<file path="src/design/jac_pkg.sv">
package jac_pkg;

    localparam int CFG_W      = 15;
    localparam int SMALL_W    = 8;
    localparam int CFG_IDX_W  = 3;
    localparam int OUT_W      = 16;
    localparam int OUT_LIMIT  = 20000;
    localparam int HELD_RESET = 200;
    localparam int VW         = 18;

    localparam int DIVIDEND_W = 32;
    localparam int DIVISOR_W  = CFG_W;
    localparam int DIV_CYCLES = 16;
    localparam int DIV_CNT_W  = 4;

    localparam logic [CFG_W-1:0] RANGE_LOW_RESET    = 15'd0;
    localparam logic [CFG_W-1:0] RANGE_CENTER_RESET = 15'd10000;
    localparam logic [CFG_W-1:0] RANGE_HIGH_RESET   = 15'd20000;

    typedef logic signed [VW-1:0] t_sval;

    typedef enum logic [CFG_IDX_W-1:0] {
        CFG_RANGE_LOW    = 3'd0,
        CFG_RANGE_CENTER = 3'd1,
        CFG_RANGE_HIGH   = 3'd2,
        CFG_DEAD_ZONE    = 3'd3,
        CFG_JITTER_UP    = 3'd4,
        CFG_JITTER_DOWN  = 3'd5
    } t_cfg_idx;

    typedef struct packed {
        logic [CFG_W-1:0]   range_low;
        logic [CFG_W-1:0]   range_center;
        logic [CFG_W-1:0]   range_high;
        logic [SMALL_W-1:0] dead_zone;
        logic [SMALL_W-1:0] jitter_up;
        logic [SMALL_W-1:0] jitter_down;
    } t_cfg;

    typedef struct packed {
        logic [DIVISOR_W-1:0]  rem;
        logic [DIVIDEND_W-1:0] q;
    } t_div_state;

    typedef enum logic [2:0] {
        ST_IDLE,
        ST_HYST,
        ST_CLAMP,
        ST_SIDE,
        ST_MUL,
        ST_DIV,
        ST_OUT
    } t_state;

endpackage

</file>
<file path="src/design/jac_in_if.sv">
interface jac_in_if #(
    parameter int SAMPLE_BITS = 16
) ();
    logic                   valid;
    logic                   ready;
    logic [SAMPLE_BITS-1:0] raw_position;

    modport source (output valid, output raw_position, input ready);
    modport sink   (input valid, input raw_position, output ready);
endinterface

</file>
<file path="src/design/jac_out_if.sv">
interface jac_out_if ();
    logic                                valid;
    logic                                ready;
    logic signed [jac_pkg::OUT_W-1:0]    calibrated_position;

    modport source (output valid, output calibrated_position, input ready);
    modport sink   (input valid, input calibrated_position, output ready);
endinterface

</file>
<file path="src/design/jac_cfg_regs.sv">
module jac_cfg_regs (
    input  logic                           i_clk,
    input  logic                           i_rst_n,
    input  logic                           i_we,
    input  logic [jac_pkg::CFG_IDX_W-1:0]  i_index,
    input  logic [jac_pkg::CFG_W-1:0]      i_data,
    output jac_pkg::t_cfg                  o_cfg
);
    import jac_pkg::*;

    t_cfg r_cfg;

    always_ff @(posedge i_clk) begin
        if (!i_rst_n) begin
            r_cfg.range_low    <= RANGE_LOW_RESET;
            r_cfg.range_center <= RANGE_CENTER_RESET;
            r_cfg.range_high   <= RANGE_HIGH_RESET;
            r_cfg.dead_zone    <= '0;
            r_cfg.jitter_up    <= '0;
            r_cfg.jitter_down  <= '0;
        end else if (i_we) begin
            unique case (t_cfg_idx'(i_index))
                CFG_RANGE_LOW:    r_cfg.range_low    <= i_data;
                CFG_RANGE_CENTER: r_cfg.range_center <= i_data;
                CFG_RANGE_HIGH:   r_cfg.range_high   <= i_data;
                CFG_DEAD_ZONE:    r_cfg.dead_zone    <= i_data[SMALL_W-1:0];
                CFG_JITTER_UP:    r_cfg.jitter_up    <= i_data[SMALL_W-1:0];
                CFG_JITTER_DOWN:  r_cfg.jitter_down  <= i_data[SMALL_W-1:0];
                default: ;
            endcase
        end
    end

    assign o_cfg = r_cfg;

endmodule

</file>
<file path="src/design/jac_divider.sv">
module jac_divider (
    input  logic                             i_clk,
    input  logic                             i_rst_n,
    input  logic                             i_start,
    input  logic [jac_pkg::DIVIDEND_W-1:0]   i_dividend,
    input  logic [jac_pkg::DIVISOR_W-1:0]    i_divisor,
    output logic [jac_pkg::DIVIDEND_W-1:0]   o_quotient,
    output logic                             o_done
);
    import jac_pkg::*;

    logic                  r_busy;
    logic                  r_done;
    logic [DIV_CNT_W-1:0]  r_cnt;
    logic [DIVISOR_W-1:0]  r_div;
    t_div_state            r_st;
    t_div_state            n_st1;
    t_div_state            n_st2;

    // one restoring step: shift in the next dividend bit, subtract if it fits
    function automatic t_div_state div_step(t_div_state s, logic [DIVISOR_W-1:0] d);
        logic [DIVISOR_W:0] t;
        t_div_state         n;
        t   = {s.rem, s.q[DIVIDEND_W-1]};
        n.q = {s.q[DIVIDEND_W-2:0], 1'b0};
        if (t >= {1'b0, d}) begin
            t      = t - {1'b0, d};
            n.q[0] = 1'b1;
        end
        n.rem = t[DIVISOR_W-1:0];
        return n;
    endfunction

    always_comb begin
        n_st1 = div_step(r_st, r_div);
        n_st2 = div_step(n_st1, r_div);
    end

    always_ff @(posedge i_clk) begin
        if (!i_rst_n) begin
            r_busy <= 1'b0;
            r_done <= 1'b0;
            r_cnt  <= '0;
        end else begin
            r_done <= 1'b0;
            if (i_start) begin
                r_busy <= 1'b1;
                r_cnt  <= '0;
            end else if (r_busy) begin
                r_cnt <= r_cnt + 1'b1;
                if (r_cnt == DIV_CNT_W'(DIV_CYCLES - 1)) begin
                    r_busy <= 1'b0;
                    r_done <= 1'b1;
                end
            end
        end
    end

    always_ff @(posedge i_clk) begin
        if (i_start) begin
            r_st.rem <= '0;
            r_st.q   <= i_dividend;
            r_div    <= i_divisor;
        end else if (r_busy) begin
            r_st <= n_st2;
        end
    end

    assign o_quotient = r_st.q;
    assign o_done     = r_done;

endmodule

</file>
<file path="src/design/joystick_axis_calibrator.sv">
// channel    dir   payload                       beat taken when
// i_sample   in    raw_position, SAMPLE_BITS u   valid && ready
// o_result   out   calibrated_position, 16 s     valid && ready
//
// one sample at a time, ready only in idle; then HYST, CLAMP, SIDE, MUL, DIV, OUT
// cost set by the 2-bit-per-cycle restoring divider over a 32-bit dividend
// back to idle once the result beat is taken
// synchronous active-low reset: limits to defaults, held position to 200
// a stalled result holds the block; config writes taken at any time
module joystick_axis_calibrator #(
    parameter int SAMPLE_BITS = 16
) (
    input  logic                           i_clk,
    input  logic                           i_rst_n,
    input  logic                           i_cfg_we,
    input  logic [jac_pkg::CFG_IDX_W-1:0]  i_cfg_index,
    input  logic [jac_pkg::CFG_W-1:0]      i_cfg_data,
    jac_in_if.sink                         i_sample,
    jac_out_if.source                      o_result
);
    import jac_pkg::*;

    localparam int HW = SAMPLE_BITS + 2;
    localparam int CW = ((SAMPLE_BITS > 16) ? SAMPLE_BITS : 16) + 2;

    t_cfg cfg;

    t_state r_state;
    t_state n_state;

    logic in_ready;
    logic out_valid;
    logic div_start;
    logic div_done;
    logic [DIVIDEND_W-1:0] div_q;

    logic [SAMPLE_BITS-1:0] in_raw;
    logic [SAMPLE_BITS-1:0] r_sample;
    logic [SAMPLE_BITS-1:0] r_held;

    logic                 r_zero;
    logic [CFG_W-1:0]     r_pos_c;
    t_sval                r_el;
    t_sval                r_eh;
    t_sval                r_w1;
    t_sval                r_w2;

    logic [OUT_W-1:0]     r_mag_r;
    logic [OUT_W-1:0]     r_mag_w;
    logic [DIVISOR_W-1:0] r_divisor;
    logic                 r_neg;
    logic signed [OUT_W-1:0] r_result;

    jac_cfg_regs u_cfg (
        .i_clk   (i_clk),
        .i_rst_n (i_rst_n),
        .i_we    (i_cfg_we),
        .i_index (i_cfg_index),
        .i_data  (i_cfg_data),
        .o_cfg   (cfg)
    );

    // sequencer
    always_ff @(posedge i_clk) begin
        if (!i_rst_n) begin
            r_state <= ST_IDLE;
        end else begin
            r_state <= n_state;
        end
    end

    always_comb begin
        n_state = r_state;
        unique case (r_state)
            ST_IDLE:  if (i_sample.valid) n_state = ST_HYST;
            ST_HYST:  n_state = ST_CLAMP;
            ST_CLAMP: n_state = ST_SIDE;
            ST_SIDE:  n_state = ST_MUL;
            ST_MUL:   n_state = ST_DIV;
            ST_DIV:   if (div_done) n_state = ST_OUT;
            ST_OUT:   if (o_result.ready) n_state = ST_IDLE;
            default:  n_state = ST_IDLE;
        endcase
    end

    always_comb begin
        in_ready  = (r_state == ST_IDLE);
        out_valid = (r_state == ST_OUT);
        div_start = (r_state == ST_MUL);
    end

    assign in_raw                       = i_sample.raw_position;
    assign i_sample.ready               = in_ready;
    assign o_result.valid               = out_valid;
    assign o_result.calibrated_position = r_result;

    // anti-jitter against held position
    logic signed [HW-1:0] h_a;
    logic signed [HW-1:0] h_held;
    logic signed [HW-1:0] h_up;
    logic signed [HW-1:0] h_dn;
    logic                 h_take;

    always_comb begin
        h_a    = $signed({2'b00, r_sample});
        h_held = $signed({2'b00, r_held});
        h_up   = h_held + $signed(HW'(cfg.jitter_up));
        h_dn   = h_held - $signed(HW'(cfg.jitter_down));
        if (h_a > h_held) begin
            h_take = (h_a > h_up);
        end else begin
            h_take = (h_a < h_dn);
        end
    end

    always_ff @(posedge i_clk) begin
        if (!i_rst_n) begin
            r_held <= SAMPLE_BITS'(HELD_RESET);
        end else if (r_state == ST_HYST && h_take) begin
            r_held <= r_sample;
        end
    end

    // dead zone and clamp
    logic signed [CW-1:0] c_a;
    logic signed [CW-1:0] c_lo;
    logic signed [CW-1:0] c_hi;
    logic signed [CW-1:0] c_ctr;
    logic signed [CW-1:0] c_dz;
    logic signed [CW-1:0] c_el;
    logic signed [CW-1:0] c_eh;
    logic signed [CW-1:0] c_cl;
    logic signed [CW-1:0] c_w1;
    logic signed [CW-1:0] c_w2;
    logic                 c_zero;

    always_comb begin
        c_a    = $signed(CW'(r_held));
        c_lo   = $signed(CW'(cfg.range_low));
        c_hi   = $signed(CW'(cfg.range_high));
        c_ctr  = $signed(CW'(cfg.range_center));
        c_dz   = $signed(CW'(cfg.dead_zone));
        c_el   = c_ctr - c_dz;
        c_eh   = c_ctr + c_dz;
        c_zero = (c_a >= c_el) && (c_a <= c_eh);
        priority if (c_a < c_lo) begin
            c_cl = c_lo;
        end else if (c_a > c_hi) begin
            c_cl = c_hi;
        end else begin
            c_cl = c_a;
        end
        c_w1 = c_el - c_lo;
        c_w2 = c_hi - c_eh;
    end

    // side selection and magnitudes for the multiply
    t_sval s_pc;
    t_sval s_rr;
    t_sval s_rabs;
    t_sval s_num;
    t_sval s_nabs;
    t_sval s_den;
    logic  s_below;
    logic  s_scale;

    always_comb begin
        s_pc    = $signed({3'b000, r_pos_c});
        s_below = (r_pos_c < cfg.range_center);
        if (s_below) begin
            s_rr    = s_pc - r_el;
            s_scale = (r_w1 > r_w2);
            s_num   = r_w2;
            s_den   = r_w1;
        end else begin
            s_rr    = s_pc - r_eh;
            s_scale = (r_w2 > r_w1);
            s_num   = r_w1;
            s_den   = r_w2;
        end
        s_rabs = s_rr[VW-1] ? -s_rr : s_rr;
        s_nabs = s_num[VW-1] ? -s_num : s_num;
    end

    // saturate and sign the quotient
    logic [OUT_W-1:0]        d_mag;
    logic signed [OUT_W-1:0] d_res;

    always_comb begin
        if (div_q > DIVIDEND_W'(OUT_LIMIT)) begin
            d_mag = OUT_W'(OUT_LIMIT);
        end else begin
            d_mag = div_q[OUT_W-1:0];
        end
        d_res = r_neg ? $signed(~d_mag + OUT_W'(1)) : $signed(d_mag);
    end

    always_ff @(posedge i_clk) begin
        if (in_ready && i_sample.valid) begin
            r_sample <= in_raw;
        end
        if (r_state == ST_CLAMP) begin
            r_zero  <= c_zero;
            r_pos_c <= c_cl[CFG_W-1:0];
            r_el    <= c_el[VW-1:0];
            r_eh    <= c_eh[VW-1:0];
            r_w1    <= c_w1[VW-1:0];
            r_w2    <= c_w2[VW-1:0];
        end
        if (r_state == ST_SIDE) begin
            if (r_zero || (s_scale && s_den <= 0)) begin
                r_mag_r   <= '0;
                r_mag_w   <= OUT_W'(1);
                r_divisor <= DIVISOR_W'(1);
                r_neg     <= 1'b0;
            end else if (s_scale) begin
                r_mag_r   <= s_rabs[OUT_W-1:0];
                r_mag_w   <= s_nabs[OUT_W-1:0];
                r_divisor <= s_den[DIVISOR_W-1:0];
                r_neg     <= s_rr[VW-1] ^ s_num[VW-1];
            end else begin
                r_mag_r   <= s_rabs[OUT_W-1:0];
                r_mag_w   <= OUT_W'(1);
                r_divisor <= DIVISOR_W'(1);
                r_neg     <= s_rr[VW-1];
            end
        end
        if (r_state == ST_DIV && div_done) begin
            r_result <= d_res;
        end
    end

    // product goes straight into the divider's dividend register
    jac_divider u_div (
        .i_clk      (i_clk),
        .i_rst_n    (i_rst_n),
        .i_start    (div_start),
        .i_dividend (DIVIDEND_W'(r_mag_r) * DIVIDEND_W'(r_mag_w)),
        .i_divisor  (r_divisor),
        .o_quotient (div_q),
        .o_done     (div_done)
    );

    a_held_only_in_hyst: assert property (@(posedge i_clk) disable iff (!i_rst_n)
        (r_state != ST_HYST) |=> $stable(r_held))
        else $error("held position changed outside the hysteresis step");

    a_done_in_div: assert property (@(posedge i_clk) disable iff (!i_rst_n)
        div_done |-> (r_state == ST_DIV))
        else $error("divider finished outside the divide phase");

    a_beat_starts_work: assert property (@(posedge i_clk) disable iff (!i_rst_n)
        (i_sample.valid && i_sample.ready) |=> (r_state == ST_HYST))
        else $error("accepted beat did not start the sequence");

    a_result_in_range: assert property (@(posedge i_clk) disable iff (!i_rst_n)
        o_result.valid |-> ((r_result <= 16'sd20000) && (r_result >= -16'sd20000)))
        else $error("result outside the output limits");

endmodule

</file>
<file path="src/flat_wrapper.sv">
// flat-port wrapper written by rule: the top's interface ports become plain ports
module joystick_axis_calibrator_flat import jac_pkg::*;
#(
    parameter int SAMPLE_BITS = 16
)
  (i_clk, i_rst_n, i_cfg_we, i_cfg_index, i_cfg_data, i_sample_valid, i_sample_raw_position, i_sample_ready, o_result_valid, o_result_calibrated_position, o_result_ready);
  jac_in_if #(.SAMPLE_BITS(SAMPLE_BITS)) i_sample_i ();
  jac_out_if o_result_i ();
  input  logic i_clk;
  input  logic i_rst_n;
  input  logic i_cfg_we;
  input  logic [jac_pkg::CFG_IDX_W-1:0] i_cfg_index;
  input  logic [jac_pkg::CFG_W-1:0] i_cfg_data;
  input wire logic [$bits(i_sample_i.valid)-1:0] i_sample_valid;
  input wire logic [$bits(i_sample_i.raw_position)-1:0] i_sample_raw_position;
  output wire logic [$bits(i_sample_i.ready)-1:0] i_sample_ready;
  output wire logic [$bits(o_result_i.valid)-1:0] o_result_valid;
  output wire logic [$bits(o_result_i.calibrated_position)-1:0] o_result_calibrated_position;
  input wire logic [$bits(o_result_i.ready)-1:0] o_result_ready;
  assign i_sample_i.valid = i_sample_valid;
  assign i_sample_i.raw_position = i_sample_raw_position;
  assign i_sample_ready = i_sample_i.ready;
  assign o_result_valid = o_result_i.valid;
  assign o_result_calibrated_position = o_result_i.calibrated_position;
  assign o_result_i.ready = o_result_ready;
  joystick_axis_calibrator #(.SAMPLE_BITS(SAMPLE_BITS)) u_core (.i_clk(i_clk), .i_rst_n(i_rst_n), .i_cfg_we(i_cfg_we), .i_cfg_index(i_cfg_index), .i_cfg_data(i_cfg_data), .i_sample(i_sample_i), .o_result(o_result_i));
endmodule
</file>
<file path="config.mk">
export PLATFORM = sky130hd
export DESIGN_NAME = joystick_axis_calibrator_flat
export DESIGN_NICKNAME = d
export VERILOG_FILES = /design/src/design/jac_pkg.sv /design/src/design/jac_in_if.sv /design/src/design/jac_out_if.sv /design/src/design/jac_cfg_regs.sv /design/src/design/jac_divider.sv /design/src/design/joystick_axis_calibrator.sv /design/src/flat_wrapper.sv
export SDC_FILE = /design/constraint.sdc
export NUM_CORES = 2
export LEC_CHECK = 0
export BUFFER_PORTS_ARGS = -buffer_cell sky130_fd_sc_hd__buf_2
export CAP_MARGIN = 25
export CORE_MARGIN = 2
export CORE_UTILIZATION = 54
export DETAILED_ROUTE_END_ITERATION = 12
export PLACE_DENSITY = 0.7
export REMOVE_ABC_BUFFERS = 1
export SYNTH_ARGS = -nofsm -noshare
export SYNTH_HDL_FRONTEND = slang
export SYNTH_SLANG_ARGS = --single-unit
</file>
<file path="constraint.sdc">
create_clock -name i_clk -period 15.1 [get_ports i_clk]
set_input_delay 1.51 -clock i_clk [delete_from_list [all_inputs] [get_ports i_clk]]
set_output_delay 1.51 -clock i_clk [all_outputs]
set_load 0.02 [all_outputs]
</file>
==> impl_summary.md <==
Drt
The wire length reported by the detailed router is approximately 74 mm. The number of remaining DRC errors is 0. In this run the remaining antenna-violating nets after routing total 0.

The routed wire length per instance is 17.4 um. The DRC violation total after the first TritonRoute iteration is about 1700. The via count is ~24000. The post-detailed-route via-to-cell ratio is 5.57. The pre-antenna-repair detailed-routing pass consisted of 7 iterations.

STA
The number of pins with negative max-slew slack in the final report came to 0. The number of endpoints failing setup at the final stage is 0. Headroom to the max-slew limit came out at 31.8%. Counting I/O delays and the setup requirement, the final critical path takes 6.99 ns. The number of hold-slack violations in the final timing report was 0. The maximum clock skew at final layout is 0.0226 ns. The share of the clock period used by the worst path is 46.3%. For the final routed database, the setup TNS stands at 0 ns. Setup repair after global routing left no endpoint under its margin. Final hold analysis gives a worst-case slack of 0.412 ns.

For the pin with the worst max-slew slack, the measured transition is 1.02 ns. The achievable frequency is about 140 MHz.

Setup path
For this design, the slowest cell found on the critical path is edfxtp_1. The peak per-stage delay on the critical path is between 0.8 and 0.9 ns. The critical path capture point type is a flip-flop.

The largest fanout on the critical path is 16. The worst setup path is of the flip-flop to flip-flop kind. In this design, the critical path's most frequently occurring cell is fa_1. The critical path goes through nand2_1 -> fa_1 -> fa_1 -> inv_1 -> fa_1 -> fa_1 -> fa_1 -> inv_1 -> fa_1 -> inv_1 -> ha_1 -> a21oi_1 -> o21ai_0 -> o21ai_0 -> nand4_1 -> a21oi_1 -> o21ai_1 -> or4_1 -> a31oi_1 -> xnor2_1 -> o21ai_1. The worst setup path is launched from a flip-flop.

Data on the critical path arrives at its endpoint at 7.29 ns. At the worst endpoint, the required time is 15.40 ns.

Power
Across the VDD grid, the largest voltage drop is 176 uV. The share of total power in combinational logic is approximately three fifths. The proportion of total power due to net switching is 44.2%. The total net switching power is between 0.002 and 0.0025 W. The power per cell area is 153 mW/mm^2. The internal power consumption is 0.00285 W. The clock network accounts for 18.4% of the total power. The reported leakage power is ~15 nW. The sequential share of power is between 20% and 30%. Overall power consumption after layout is estimated at 0.00511 W.

Floorplanning
The core outline area is 0.0574 mm^2. The floorplan has slightly below 90 rows. The initial cell density of the core is about 54%.

The I/O pin total is 57. The overall die area is 0.0596 mm^2. The die is between 200 and 250 um wide. The die is 244 um tall.

Clock network
The post-CTS setup buffer count is 0. The cell sitting at the root of the clock tree is a clkbuf_16. For this design, the sink count on the clock tree is 318. Once the clock tree was built, the resizer swapped 0 gates to a different size. TritonCTS created 38 clock buffers. Clock-pin slew was measured on the worst setup and hold paths at roughly 0.060 ns. Counting along the longest clock path gives a buffer depth of 3.

The post-cts hold buffer count is 0. In this run the number of H-tree levels came out at 2. TritonCTS built the clock tree. The later pin in the worst-skew pair is clocked with a latency of approximately 0.57 ns.

Yosys
The library cell occupying the most area in the post-synthesis netlist is edfxtp_1. For this run, the leading register cell type out of synthesis is edfxtp_1. Counting flops and latches in the post-synthesis netlist gives 318. In the synthesized netlist, the number of instances is ~3500. The Yosys step of the flow raised 0 warnings. The number of distinct library cells after synthesis is 90. Each instance of the synthesized netlist takes up on average 8.96 um^2. The sequential share of the synthesized area is around 27%. The top cell type's share of synthesized area is roughly a fifth. In the post-synthesis netlist, the biggest area contributors are edfxtp_1, ha_1, fa_1, dfxtp_1, nand2_1. In this run, synthesis inferred 209 flip-flops with an integrated enable. Of all flip-flops after synthesis, the portion carrying an async set or reset was 0%.

In this run the cell area of the synthesized design comes to 0.0311 mm^2.

Placement
The HPWL after detailed placement is 58.6 mm. The count of buffers added on input and output ports is 56. The congestion estimate from routability-driven global placement came to 0.926.

Layout
The number of nets in the layout is 4086. Compared with the post-synthesis result, the final layout area differs by 7.18%. Cells fill 58.2% of the core in the end.

The post-route netlist has 4.65% of its cells at a drive strength greater than 1.

Global routing
The number of global-route vias before repair came to 23500. Global routing used 25.3% of the available tracks. The pin count of the biggest net entering global routing is 84. The total overflow left after global routing is 0. The first global-routing pass estimated ~120 mm of wire. The number of antenna violations at the first check in global routing is 3.

Job
The max-capacitance violation count is 0.

Worst hold path
The worst hold path belongs to the class flip-flop to flip-flop.

Run status
The flow ran to the end, and the final reports show no timing, DRC or antenna violations.
-- flip-flops by register name (all words and copies together) (netlist names), 4 cells and up --
name	flops
u_core.r_sample	16
u_core.r_el	15
u_core.u_div.o_quotient	32
u_core.u_div.r_cnt	4
u_core.r_mag_w	16
u_core.r_pos_c	15
u_core.r_mag_r	16
u_core.r_w1	17
u_core.r_w2	18
u_core.r_divisor	15
u_core.u_div.r_st	15
u_core.u_div.r_div	15
u_core.u_cfg.o_cfg	69
u_core.r_eh	16
u_core.o_result.calibrated_position	16
u_core.r_held	16
-- final cells by class --
cell class,count,area [um^2]
antenna,2,5.00
clock buffer,53,1110
clock inverter,17,169
fill,5082,24000
inverter,453,1700
multi-input combinational,2591,20600
sequential,318,8460
tap,765,957
timing repair buffer,70,405
-- logic make-up after synthesis --
logic type | count (synthesis) | share of synthesized area, %
AOI/OAI and AO/OA | 670 | 14.1
xor gates and xnor gates | 190 | 5.34
adders and majority gates | 575 | 28.0
buffers and inverters | 566 | 6.89
DFF | 318 | 27.2
muxes | 64 | 2.09
and+or+nand+nor | 1092 | 16.4
-- layer usage --
layer | vias up | routed length (um) | global-route usage (%)
met1 | 11300 | 33100 | 33.8
li1 | 11800 | - | -
met2 | 575 | 35200 | 43.0
met3 | 127 | 3890 | 3.17
met5 | - | 13 | 0
met4 | 2 | 1880 | 7.32
-- worst paths after layout --
path                                                    end  slack [ns]  cells past startpoint           startpoint
worst min-delay path                  u_core.u_div.r_div[7]        0.41                      0  u_core.r_divisor[7]
worst min register to register        u_core.u_div.r_div[7]        0.41                      0  u_core.r_divisor[7]
worst max-delay path            u_core.u_div.o_quotient[31]        8.11                     21    u_core.r_mag_w[8]
worst max register to register  u_core.u_div.o_quotient[31]        8.11                     21    u_core.r_mag_w[8]
-- Yosys cell counts, types with 5 or more instances --
| cell | number |
|---|---|
| nor2_1 | 170 |
| nor3_1 | 66 |
| o211ai_1 | 18 |
| a211o_1 | 8 |
| inv_1 | 449 |
| o21a_1 | 49 |
| dfxtp_1 | 109 |
| a21boi_0 | 66 |
| fa_1 | 204 |
| ha_1 | 371 |
| o21ai_0 | 131 |
| nand2b_1 | 22 |
| a221o_1 | 5 |
| buf_2 | 10 |
| mux2_2 | 5 |
| xor2_1 | 64 |
| a311oi_1 | 8 |
| buf_1 | 6 |
| mux2i_1 | 57 |
| or3_1 | 18 |
| a31oi_1 | 11 |
| nor4_1 | 13 |
| nand4_1 | 41 |
| nor2b_1 | 40 |
| and2_1 | 130 |
| or2_2 | 5 |
| a21o_1 | 54 |
| and3_1 | 14 |
| xnor2_1 | 126 |
| o21ai_1 | 24 |
| edfxtp_1 | 209 |
| a21oi_1 | 174 |
| a211oi_1 | 21 |
| o31ai_1 | 18 |
| nand3_1 | 49 |
| nand2_1 | 490 |
| o21bai_1 | 23 |
| and4_1 | 5 |
| a2111oi_0 | 7 |
| clkbuf_1 | 95 |
-- metrics by stage --
| stage | instance area [um^2] | setup slack, ns | cells |
|---|---|---|---|
| global route | 33400 | 7.83 | 4269 |
| finish | 33400 | 8.11 | 4269 |
| floorplan | 30700 | 7.26 | 3362 |
| detailed placement | 32100 | 8.17 | 4196 |
| global placement | 32100 | 8.24 | 4196 |
| CTS | 33400 | 8.16 | 4266 |
-- worst max-delay path, delay by kind of cell (launching register included) --
family	cells	cell delay, ns
buffers and inverters	3	0.14
adders and majority gates	7	3.48
and+or+nand+nor	3	0.75
AOI/OAI and AO/OA	7	1.37
DFF	1	0.83
xor gates and xnor gates	1	0.14
-- power groups by stage --
stage               combinational [W]  clock [W]  sequential [W]
floorplan                     0.00232          0         0.00110
global placement              0.00301          0         0.00113
detailed placement            0.00302          0         0.00113
CTS                           0.00304   0.000963         0.00112
global route                  0.00346   0.000995         0.00113
finish                        0.00305   0.000942         0.00112
-- layout by cell type, fill, tap and decap left out, types with 7 or more instances in the layout --
cell type  Yosys  layout
nand2_1      490     490
inv_1        449     449
ha_1         371     371
edfxtp_1     209     209
fa_1         204     204
a21oi_1      174     174
nor2_1       170     169
o21ai_0      131     131
and2_1       130     130
xnor2_1      126     126
dfxtp_1      109     109
a21boi_0      66      66
nor3_1        66      66
xor2_1        64      64
mux2i_1       57      57
buf_2         10      56
a21o_1        54      54
nand3_1       49      49
o21a_1        49      49
clkbuf_16      0      42
nand4_1       41      41
nor2b_1       40      40
o21bai_1      23      23
o21ai_1       24      23
nand2b_1      22      22
a211oi_1      21      21
or3_1         18      18
o211ai_1      18      18
o31ai_1       18      17
and3_1        14      14
nor4_1        13      13
buf_4          2      13
a31oi_1       11      11
clkinv_1       4       9
clkbuf_1      95       9
a311oi_1       8       8
a211o_1        8       8
a2111oi_0      7       7
Power figures use the tool's default switching activity.
